===== config.mk =====
export PLATFORM = sky130hd
export DESIGN_NAME = internet_checksum_engine_top
export DESIGN_NICKNAME = d
export VERILOG_FILES = /design/src/hdl/ice_pkg.sv /design/src/hdl/ice_in_reg.sv /design/src/hdl/ice_sum_unit.sv /design/src/hdl/ice_out_reg.sv /design/src/hdl/internet_checksum_engine_top.sv
export SDC_FILE = /design/constraint.sdc
export NUM_CORES = 1
export LEC_CHECK = 0
export BUFFER_PORTS_ARGS = -buffer_cell sky130_fd_sc_hd__buf_2
export CAP_MARGIN = 20
export CELL_PAD_IN_SITES_DETAIL_PLACEMENT = 1
export CELL_PAD_IN_SITES_GLOBAL_PLACEMENT = 2
export CORE_MARGIN = 4
export CORE_UTILIZATION = 35
export CTS_CLUSTER_DIAMETER = 40
export CTS_CLUSTER_SIZE = 28
export DETAILED_ROUTE_END_ITERATION = 12
export GPL_TIMING_DRIVEN = 0
export PLACE_DENSITY_LB_ADDON = 0.25
export SLEW_MARGIN = 20
export SYNTH_ARGS = -nofsm -noshare
export SYNTH_HDL_FRONTEND = slang
export SYNTH_SLANG_ARGS = --single-unit

===== constraint.sdc =====
create_clock -name clk -period 8.7 [get_ports clk]
set_clock_uncertainty 0.05 [all_clocks]
set_input_delay 1.305 -clock clk [delete_from_list [all_inputs] [get_ports clk]]
set_output_delay 1.305 -clock clk [all_outputs]
set_load 0.005 [all_outputs]

===== src/hdl/ice_pkg.sv =====
// shared types, command codes and one's-complement helpers for the internet checksum engine
// no dependencies
package ice_pkg;

	localparam logic [1:0] CMD_DATA   = 2'd0;
	localparam logic [1:0] CMD_PSEUDO = 2'd1;
	localparam logic [1:0] CMD_INCR   = 2'd2;

	localparam logic ORIGIN_PACKET = 1'b0;
	localparam logic ORIGIN_INCR   = 1'b1;

	localparam logic [15:0] MASK16 = 16'hffff;

	// wide enough for up to eight 16-bit terms
	localparam int SUM_W = 19;

	typedef struct packed {
		logic [1:0]  command;
		logic [7:0]  data_byte;
		logic        last;
		logic [31:0] src_addr;
		logic [31:0] dst_addr;
		logic [7:0]  protocol;
		logic [15:0] l4_length;
		logic [15:0] stored_check;
		logic [15:0] prev_word;
		logic [15:0] repl_word;
	} item_t;

	typedef struct packed {
		logic [15:0] checksum;
		logic        origin_kind;
	} result_t;

	// end-around fold of a multi-term sum, two passes bring it under 17 bits
	function automatic logic [15:0] fold_sum(input logic [SUM_W-1:0] s);
		logic [16:0] f1;
		logic [16:0] f2;
		begin
			f1 = {1'b0, s[15:0]} + {14'd0, s[SUM_W-1:16]};
			f2 = {1'b0, f1[15:0]} + {16'd0, f1[16]};
			return f2[15:0];
		end
	endfunction

	function automatic logic [SUM_W-1:0] widen(input logic [15:0] v);
		return {{(SUM_W-16){1'b0}}, v};
	endfunction

endpackage


===== src/hdl/ice_in_reg.sv =====
// input register stage of the internet checksum engine
// depends on ice_pkg for the item type
module ice_in_reg (
	input  logic          clk,
	input  logic          arst_n,
	input  logic          valid,
	input  ice_pkg::item_t item,
	input  logic          adv,
	output logic          stall,
	output logic          valid_s1,
	output ice_pkg::item_t item_s1
);

	logic load;

	// holds only while the stage cannot retire its item
	assign stall = valid_s1 && !adv;
	assign load  = valid && !stall;

	always_ff @(posedge clk or negedge arst_n) begin
		if (!arst_n) begin
			valid_s1 <= 1'b0;
		end else if (!stall) begin
			valid_s1 <= valid;
		end
	end

	always_ff @(posedge clk) begin
		if (load) begin
			item_s1 <= item;
		end
	end

endmodule


===== src/hdl/ice_sum_unit.sv =====
// running one's-complement sum, byte pairing and result formation
// depends on ice_pkg for types, command codes and the fold function
module ice_sum_unit (
	input  logic            clk,
	input  logic            arst_n,
	input  logic            valid_s1,
	input  ice_pkg::item_t  item_s1,
	input  logic            out_free,
	output logic            adv,
	output logic            res_valid,
	output ice_pkg::result_t result
);

	logic [15:0] running_sum_q;
	logic [7:0]  held_high_byte_q;
	logic        byte_pending_q;

	logic [15:0] data_word;
	logic [15:0] data_sum;
	logic [15:0] pseudo_sum;
	logic [15:0] incr_sum;
	logic        emit;

	logic [15:0] sum_nxt;
	logic [7:0]  held_nxt;
	logic        pending_nxt;

	// odd trailing byte goes in as the high byte with a zero low byte
	assign data_word = byte_pending_q ? {held_high_byte_q, item_s1.data_byte}
	                                  : {item_s1.data_byte, 8'h00};

	assign data_sum = ice_pkg::fold_sum(ice_pkg::widen(running_sum_q)
		+ ice_pkg::widen(data_word));

	assign pseudo_sum = ice_pkg::fold_sum(ice_pkg::widen(running_sum_q)
		+ ice_pkg::widen(item_s1.src_addr[31:16])
		+ ice_pkg::widen(item_s1.src_addr[15:0])
		+ ice_pkg::widen(item_s1.dst_addr[31:16])
		+ ice_pkg::widen(item_s1.dst_addr[15:0])
		+ ice_pkg::widen({8'h00, item_s1.protocol})
		+ ice_pkg::widen(item_s1.l4_length));

	assign incr_sum = ice_pkg::fold_sum(ice_pkg::widen(~item_s1.stored_check)
		+ ice_pkg::widen(~item_s1.prev_word)
		+ ice_pkg::widen(item_s1.repl_word));

	always_comb begin
		sum_nxt            = running_sum_q;
		held_nxt           = held_high_byte_q;
		pending_nxt        = byte_pending_q;
		emit               = 1'b0;
		result.checksum    = ~data_sum;
		result.origin_kind = ice_pkg::ORIGIN_PACKET;
		unique case (item_s1.command)
			ice_pkg::CMD_DATA: begin
				if (item_s1.last) begin
					emit        = 1'b1;
					sum_nxt     = '0;
					held_nxt    = '0;
					pending_nxt = 1'b0;
				end else if (byte_pending_q) begin
					sum_nxt     = data_sum;
					held_nxt    = '0;
					pending_nxt = 1'b0;
				end else begin
					held_nxt    = item_s1.data_byte;
					pending_nxt = 1'b1;
				end
			end
			ice_pkg::CMD_PSEUDO: begin
				sum_nxt = pseudo_sum;
			end
			ice_pkg::CMD_INCR: begin
				emit               = 1'b1;
				result.checksum    = ~incr_sum;
				result.origin_kind = ice_pkg::ORIGIN_INCR;
			end
			default: begin
			end
		endcase
	end

	assign adv       = valid_s1 && (!emit || out_free);
	assign res_valid = adv && emit;

	always_ff @(posedge clk or negedge arst_n) begin
		if (!arst_n) begin
			running_sum_q    <= '0;
			held_high_byte_q <= '0;
			byte_pending_q   <= 1'b0;
		end else if (adv) begin
			running_sum_q    <= sum_nxt;
			held_high_byte_q <= held_nxt;
			byte_pending_q   <= pending_nxt;
		end
	end

endmodule


===== src/hdl/ice_out_reg.sv =====
// result register of the internet checksum engine
// depends on ice_pkg for the result type
module ice_out_reg (
	input  logic             clk,
	input  logic             arst_n,
	input  logic             res_valid,
	input  ice_pkg::result_t result,
	input  logic             stall,
	output logic             out_free,
	output logic             valid,
	output ice_pkg::result_t result_q
);

	assign out_free = !valid || !stall;

	always_ff @(posedge clk or negedge arst_n) begin
		if (!arst_n) begin
			valid <= 1'b0;
		end else if (out_free) begin
			valid <= res_valid;
		end
	end

	always_ff @(posedge clk) begin
		if (out_free && res_valid) begin
			result_q <= result;
		end
	end

endmodule


===== src/hdl/internet_checksum_engine_top.sv =====
// top level of the internet checksum engine (rfc 1071 sum, pseudo-header, rfc 1624 update)
// depends on ice_pkg, ice_in_reg, ice_sum_unit and ice_out_reg
//
// usage
//   command channel: cmd_valid / cmd_stall with one field per port; an item is taken
//     at a rising edge where cmd_valid is high and cmd_stall is low
//   command 0 streams packet bytes in wire order, paired big-endian into words;
//     the byte with last set closes the packet and yields its checksum
//   command 1 folds an ipv4 pseudo-header into the running sum, no result
//   command 2 yields the incremental update of a checksum at once, state untouched
//   command 3 is dropped without effect
//   result channel: sum_valid / sum_stall carrying checksum and origin_kind
//   a taken item is held in the input register, and its result is then registered in
//     the result register unless a full, stalled result register holds it back
//   throughput: one item per cycle while the input stage is not stalled, set by the
//     combinational end-around adder between the input register and the result register
//   a stalled result holds; the input stage keeps taking items that produce no
//     result, and stalls only when an item with a result meets a full, stalled
//     result register
//   reset clears the running sum, the held byte and both valid flags
module internet_checksum_engine_top (
	input  logic        clk,
	input  logic        arst_n,
	input  logic        cmd_valid,
	output logic        cmd_stall,
	input  logic [1:0]  command,
	input  logic [7:0]  data_byte,
	input  logic        last,
	input  logic [31:0] src_addr,
	input  logic [31:0] dst_addr,
	input  logic [7:0]  protocol,
	input  logic [15:0] l4_length,
	input  logic [15:0] stored_check,
	input  logic [15:0] prev_word,
	input  logic [15:0] repl_word,
	output logic        sum_valid,
	input  logic        sum_stall,
	output logic [15:0] checksum,
	output logic        origin_kind
);

	ice_pkg::item_t   item;
	ice_pkg::item_t   item_s1;
	ice_pkg::result_t result;
	ice_pkg::result_t result_s2;
	logic             valid_s1;
	logic             adv;
	logic             res_valid;
	logic             out_free;

	// gather the command fields into one item word
	always_comb begin
		item.command      = command;
		item.data_byte    = data_byte;
		item.last         = last;
		item.src_addr     = src_addr;
		item.dst_addr     = dst_addr;
		item.protocol     = protocol;
		item.l4_length    = l4_length;
		item.stored_check = stored_check;
		item.prev_word    = prev_word;
		item.repl_word    = repl_word;
	end

	// stage 1: input register
	ice_in_reg u_in (
		.clk      (clk),
		.arst_n   (arst_n),
		.valid    (cmd_valid),
		.item     (item),
		.adv      (adv),
		.stall    (cmd_stall),
		.valid_s1 (valid_s1),
		.item_s1  (item_s1)
	);

	// running sum state and the combinational adder
	ice_sum_unit u_sum (
		.clk       (clk),
		.arst_n    (arst_n),
		.valid_s1  (valid_s1),
		.item_s1   (item_s1),
		.out_free  (out_free),
		.adv       (adv),
		.res_valid (res_valid),
		.result    (result)
	);

	// stage 2: result register
	ice_out_reg u_out (
		.clk       (clk),
		.arst_n    (arst_n),
		.res_valid (res_valid),
		.result    (result),
		.stall     (sum_stall),
		.out_free  (out_free),
		.valid     (sum_valid),
		.result_q  (result_s2)
	);

	assign checksum    = result_s2.checksum;
	assign origin_kind = result_s2.origin_kind;

endmodule


* Yosys cells after proc, flatten, opt, wreduce, memory -nomap -nowiden
Cells that the tools add are included.
** Word-level totals
- Register bits after elaboration :: 191
- Bits in latches :: 0
- Memory bits (writable) :: 0
- Bits in read-only memories :: 0
- Input bits :: 151
- Output and inout bits :: 19
- Logic and storage cells :: 66
- Memories :: 0
** Cells by class
- Add/sub/neg operators :: 15
- Multipliers :: 0
- Div/mod/pow operators :: 0
- Magnitude comparators :: 0
- Equality and inequality tests :: 3
- Shift operators :: 0
- Muxes and demuxes :: 11
- Bitwise logic cells :: 4
- Reduce and logical (&&, ||, !) cells :: 16
** Operator list (count)
- 19-bit by 16-bit adder with 19-bit output :: 5
- 16-bit inverter :: 4
- 16-bit by 16-bit adder with 17-bit output :: 3
- 16-bit by 3-bit adder with 17-bit output :: 3
- 16-bit by 1-bit adder with 16-bit output :: 3
- 16-bit two-way mux :: 3
- 16-bit one-hot mux with 2 select lines :: 1
- 19-bit by 8-bit adder with 19-bit output :: 1
- 17-bit two-way mux :: 1
- 8-bit two-way mux :: 2
- 1-bit logical AND :: 5
- 1-bit zero test :: 5
- 1-bit two-way mux :: 3
- 3-bit by 2-bit inequality test with 1-bit output (second input constant) :: 1
- 3-bit AND reduction :: 1
- 2-bit by 1-bit == test with 1-bit output (second input constant) :: 1
- 2-bit == test (second input constant) :: 1
- 2-bit zero test :: 1
- 1-bit logical OR :: 2
- 1-bit one-hot mux with 2 select lines :: 1
- 2-bit AND reduction :: 1
- 2-bit nonzero test :: 1

* Depth between registers and ports, before layout
- Word-level depth :: 9
- Depth in mapped cells :: 45
- Mapped depth without buffers :: 45

* Cells and area by module
Synthesis repeated with hierarchy kept, for this count alone.
** Second synthesis, totals
- Cells, all modules :: 1240
- Area, all modules :: 13630.6 sq um
** Modules (own cells, without submodules)
- ice_sum_unit :: times used 1, cells each 1067, area each 8600.7 sq um, seq. area each 625.6 sq um
- ice_in_reg :: times used 1, cells each 152, area each 4471.8 sq um, seq. area each 4439.3 sq um
- ice_out_reg :: times used 1, cells each 21, area each 558.0 sq um, seq. area each 535.5 sq um

* Worst setup path before layout
Ideal clock, no wire load.
- Path kind :: input port to flip-flop
- From :: input sum_stall
- To :: register u_in.item_s1[0] (netlist name)
- Setup time :: 0.673 ns
- Arrival :: 7.941 ns
- Data required time :: 7.977 ns
- Path slack :: 0.036 ns
- Cell stages on the path :: 3
- Path buffers :: 0
- Cells stage by stage :: nand2_1 > nor2_1 > nor2b_1
** On the way
- Cells in the longest elaborated chain, start to end :: 8
** RTL lines
- from (decl) :: RTL line internet_checksum_engine_top.sv:37 : input logic sum_stall,
- 1-bit zero test :: RTL line ice_out_reg.sv:14 : assign out_free = !valid || !stall;
- 1-bit logical OR :: RTL line ice_out_reg.sv:14
- 1-bit logical OR :: RTL line ice_sum_unit.sv:83 : assign adv = valid_s1 && (!emit || out_free);
- 1-bit logical AND :: RTL line ice_sum_unit.sv:83
- 1-bit zero test :: RTL line ice_in_reg.sv:17 : assign stall = valid_s1 && !adv;
- 1-bit logical AND :: RTL line ice_in_reg.sv:17
- via cmd_stall :: RTL line internet_checksum_engine_top.sv:25 : output logic cmd_stall,
- 1-bit zero test :: RTL line ice_in_reg.sv:18 : assign load = valid && !stall;
- 1-bit logical AND :: RTL line ice_in_reg.sv:18
- via u_in.load :: RTL line ice_in_reg.sv:14 : logic load;
The timed path passes the listed nets, and every way through them passes these cells.
A chain may end at the register's enable or synchronous reset.

* Worst setup path in the final report
- From :: register u_sum.running_sum_q[0]
- To :: register u_sum.running_sum_q[14]
** On the way
- Cells in the longest elaborated chain, start to end :: 9
- Elaborated cells on any way between the ends :: 14
- Those cells by class :: add/sub (11); mux (3)
** RTL lines
- from (decl) :: RTL line ice_sum_unit.sv:14 : logic [15:0] running_sum_q;
- from (signal assigned) :: RTL line ice_sum_unit.sv:92 : running_sum_q <= sum_nxt;
- 16-bit by 16-bit adder with 17-bit output :: RTL line ice_sum_unit.sv:36 : + ice_pkg::widen(item_s1.src_addr[31:16])
- 19-bit by 16-bit adder with 19-bit output :: RTL line ice_sum_unit.sv:37 : + ice_pkg::widen(item_s1.src_addr[15:0])
- 19-bit by 16-bit adder with 19-bit output :: RTL line ice_sum_unit.sv:38 : + ice_pkg::widen(item_s1.dst_addr[31:16])
- 19-bit by 16-bit adder with 19-bit output :: RTL line ice_sum_unit.sv:39 : + ice_pkg::widen(item_s1.dst_addr[15:0])
- 19-bit by 8-bit adder with 19-bit output :: RTL line ice_sum_unit.sv:40 : + ice_pkg::widen({8'h00, item_s1.protocol})
- 19-bit by 16-bit adder with 19-bit output :: RTL line ice_sum_unit.sv:41 : + ice_pkg::widen(item_s1.l4_length));
- 16-bit by 3-bit adder with 17-bit output :: RTL line ice_pkg.sv:40 : f1 = {1'b0, s[15:0]} + {14'd0, s[SUM_W-1:16]};
- 16-bit by 1-bit adder with 16-bit output :: RTL line ice_pkg.sv:41 : f2 = {1'b0, f1[15:0]} + {16'd0, f1[16]};
- 16-bit one-hot mux with 2 select lines * :: RTL line ice_sum_unit.sv:54 : unique case (item_s1.command)
Mark *: on every way between the ends. The rest lies on a longest branch, timed or not. The select of a mux whose other input is x is not followed.

==> run metrics <==
Syn Nets about 1,600; Die H just over 200 um; Num CTS Buffers 17; Final setup viols 0; yosys warns 0; Synth async-reset ratio 0.141; core box area 38,900 um2; RSZ-0062 raised after global routing true; initial DRC count 431; initial antenna violation count 6; Die W approximately 210 um; largest net degree at the start of global routing 30; CTS tree built; Main synth FF type edfxtp_1; most common cell after layout, fill and taps aside buf_2; critical path class flop to flop; Max clock buf depth 2; gr ovfl total 0; post-layout util 0.435; CTS Sinks roughly 190; commonest non-fill, non-tap cells in the layout buf_2 (170), inv_1 (165), edfxtp_1 (164); share of layout cells above drive strength 1 0.242; CP dominant cell by count a21oi_2; first-pass GRT wire length 58,400 um; min Tclk post-route approximately 8500 ps; DRC viols 0; antenna-violating nets left 0; CP startpoint kind flop; Synth top area share 0.355; synth unique cells between 90 and 100; I/O Buffers around 170; Worst Min Path Start u_sum.held_high_byte_q[0]; # IOs between 150 and 200; Synth Area per Inst between 10 and 15 um2; CP max stage cell fa_1; HP Class flop to flop; Final HPWL DP 29,100 um; CTS Hold Buffers Added 0; EDFF count, synth between 150 and 200; Slew HR 0.322; Worst-path clk slew 70 ps; crit share post-route 0.978; Layout Area Growth over Synthesis 21.9%; starting density of the core 0.357; Max-Cap Viols 0; Initial DRT Pass Iterations 4; worst-margin pin slew 1010 ps; clk root buf clkbuf_16; latest clock arrival within the worst-skew pair 470 ps; synthesized instance count approximately 1,300; crit path DAT just under 9000 ps; Avg Vias per Cell roughly 5.0; Max Fclk about 120 MHz; Worst EP required between 9000 and 10,000 ps; Site Rows ~70; number of global-route vias before repair roughly 11,000; largest area contributor in the netlist edfxtp_1; H-tree Lvls 4; final wirelength between 30,000 and 40,000 um; synthesized flop and latch total around 190; Worst Path Max Fanout 4; sequential element share of the synthesized area 0.403; Vias 10,449; DR WL/cell between 15 and 20 um; Crit. Startpoint u_sum.running_sum_q[0]; total die area ~43,000 um2; crit end category flop; gr usage total 0.170; final-layout fill cell count ~4,400; Max stage delay on crit path about 560 ps; status completed; reg2reg start u_sum.running_sum_q[0]; Cell Area, Synth between 10,000 and 15,000 um2; Placer Congestion between 0.8 and 0.9; Final nets ~1,900; Final Max Tran Viols 0; synth top area cells edfxtp_1 (35%), ha_1 (9.3%), fa_1 (8.9%), xnor2_1 (5.7%), dfrtp_1 (4.9%); final hold violation count 0
==> registers in the layout, summed over array words and instances, names as in the netlist <==
register	flops
u_in.item_s1	147
u_sum.held_high_byte_q	8
u_sum.running_sum_q	16
u_out.valid	1
u_out.result_q	17
u_sum.byte_pending_q	1
u_in.valid_s1	1
==> through the flow <==
stage	hold WS [ps]	instances	cell area, um2	setup TNS, ps	worst slack (ps)
2_1_floorplan	417	1310	13900	0	36.4
3_3_place_gp	432	1997	15400	-462250	-3060
3_5_place_dp	435	2004	15600	-19720	-1720
4_1_cts	460	2055	16500	0	0.798
5_1_grt	473	2078	16900	-1330	-299
6_report	457	2078	16900	0	192
==> what timing repair did <==
| action | in CTS | in global routing |
|---|---|---|
| buffers inserted | 21 | 22 |
| endpoints found under the setup margin | 16 | 23 |
| pin swaps | 33 | 60 |
| resized for setup | 55 | 52 |
==> synthesized netlist by cell type (7+ instances only) <==
master    count
ha_1        103
a211oi_1     15
a22o_1       10
nand2b_1     16
mux2_2        9
mux2i_1       8
or2_2         8
xor2_1       22
nand2_1      61
edfxtp_1    164
a21o_1       19
nand4_1       8
nor2_1      101
nand3_1      29
and3_1       14
inv_1       167
o21bai_1     11
a22oi_1       8
clkbuf_1     16
xnor2_1      91
nor4_1       11
nor3b_1       8
fa_1         62
a21oi_1      74
o21ai_0      39
nor2b_1      12
and2_1       17
o211ai_1      7
o21a_1       15
dfrtp_1      27
nor3_1       28
==> logic make-up after synthesis <==
family	Yosys count	share of synthesized area
DFF	191	0.403
xor gates and xnor gates	115	0.0741
and+or+nand+nor	352	0.133
AOI/OAI and AO/OA	281	0.141
muxes	17	0.0131
buffers and inverters	188	0.0525
adders and majority gates	166	0.183
==> critical path, delay by kind of cell (launching register included) <==
kind            cells  cell delay, ps
flops               1             390
compound gates     18            3110
buf+inv             4             400
simple gates        8            1330
xor+xnor            4             590
fa+ha+maj           6            2510
==> path summary, 6_finish.rpt <==
kind / to / slack, ps / cells past startpoint
max: u_sum.running_sum_q[14] / 190 / 40
max reg2reg: u_sum.running_sum_q[14] / 190 / 40
min: u_sum.held_high_byte_q[0] / 460 / 1
min in group asynchronous: u_sum.running_sum_q[2] / 820 / 1
max in group asynchronous: u_sum.running_sum_q[1] / 7310 / 1
min reg2reg: u_sum.held_high_byte_q[0] / 460 / 1
==> area by class of cell <==
type,instances,area [um2],area share
Clock inverter,15,136,0.00806
Buffer,18,90.1,0.00532
Timing Repair Buffer,219,1340,0.0793
Multi-Input combinational cell,931,8050,0.476
Sequential cell,191,5600,0.331
Antenna cell,1,2.50,0.000148
Tap cell,518,648,0.0383
Clock buffer,17,425,0.0251
Inverter,168,631,0.0373
==> per-layer routing <==
metal  track usage  wire length, um
met4        0.0440              560
met3        0.0363             1370
met1         0.227            17200
met5             0               78
met2         0.283            17700
Power is not shown: default switching activity piles up to over one toggle a cycle in this logic, so the estimate is an artifact.
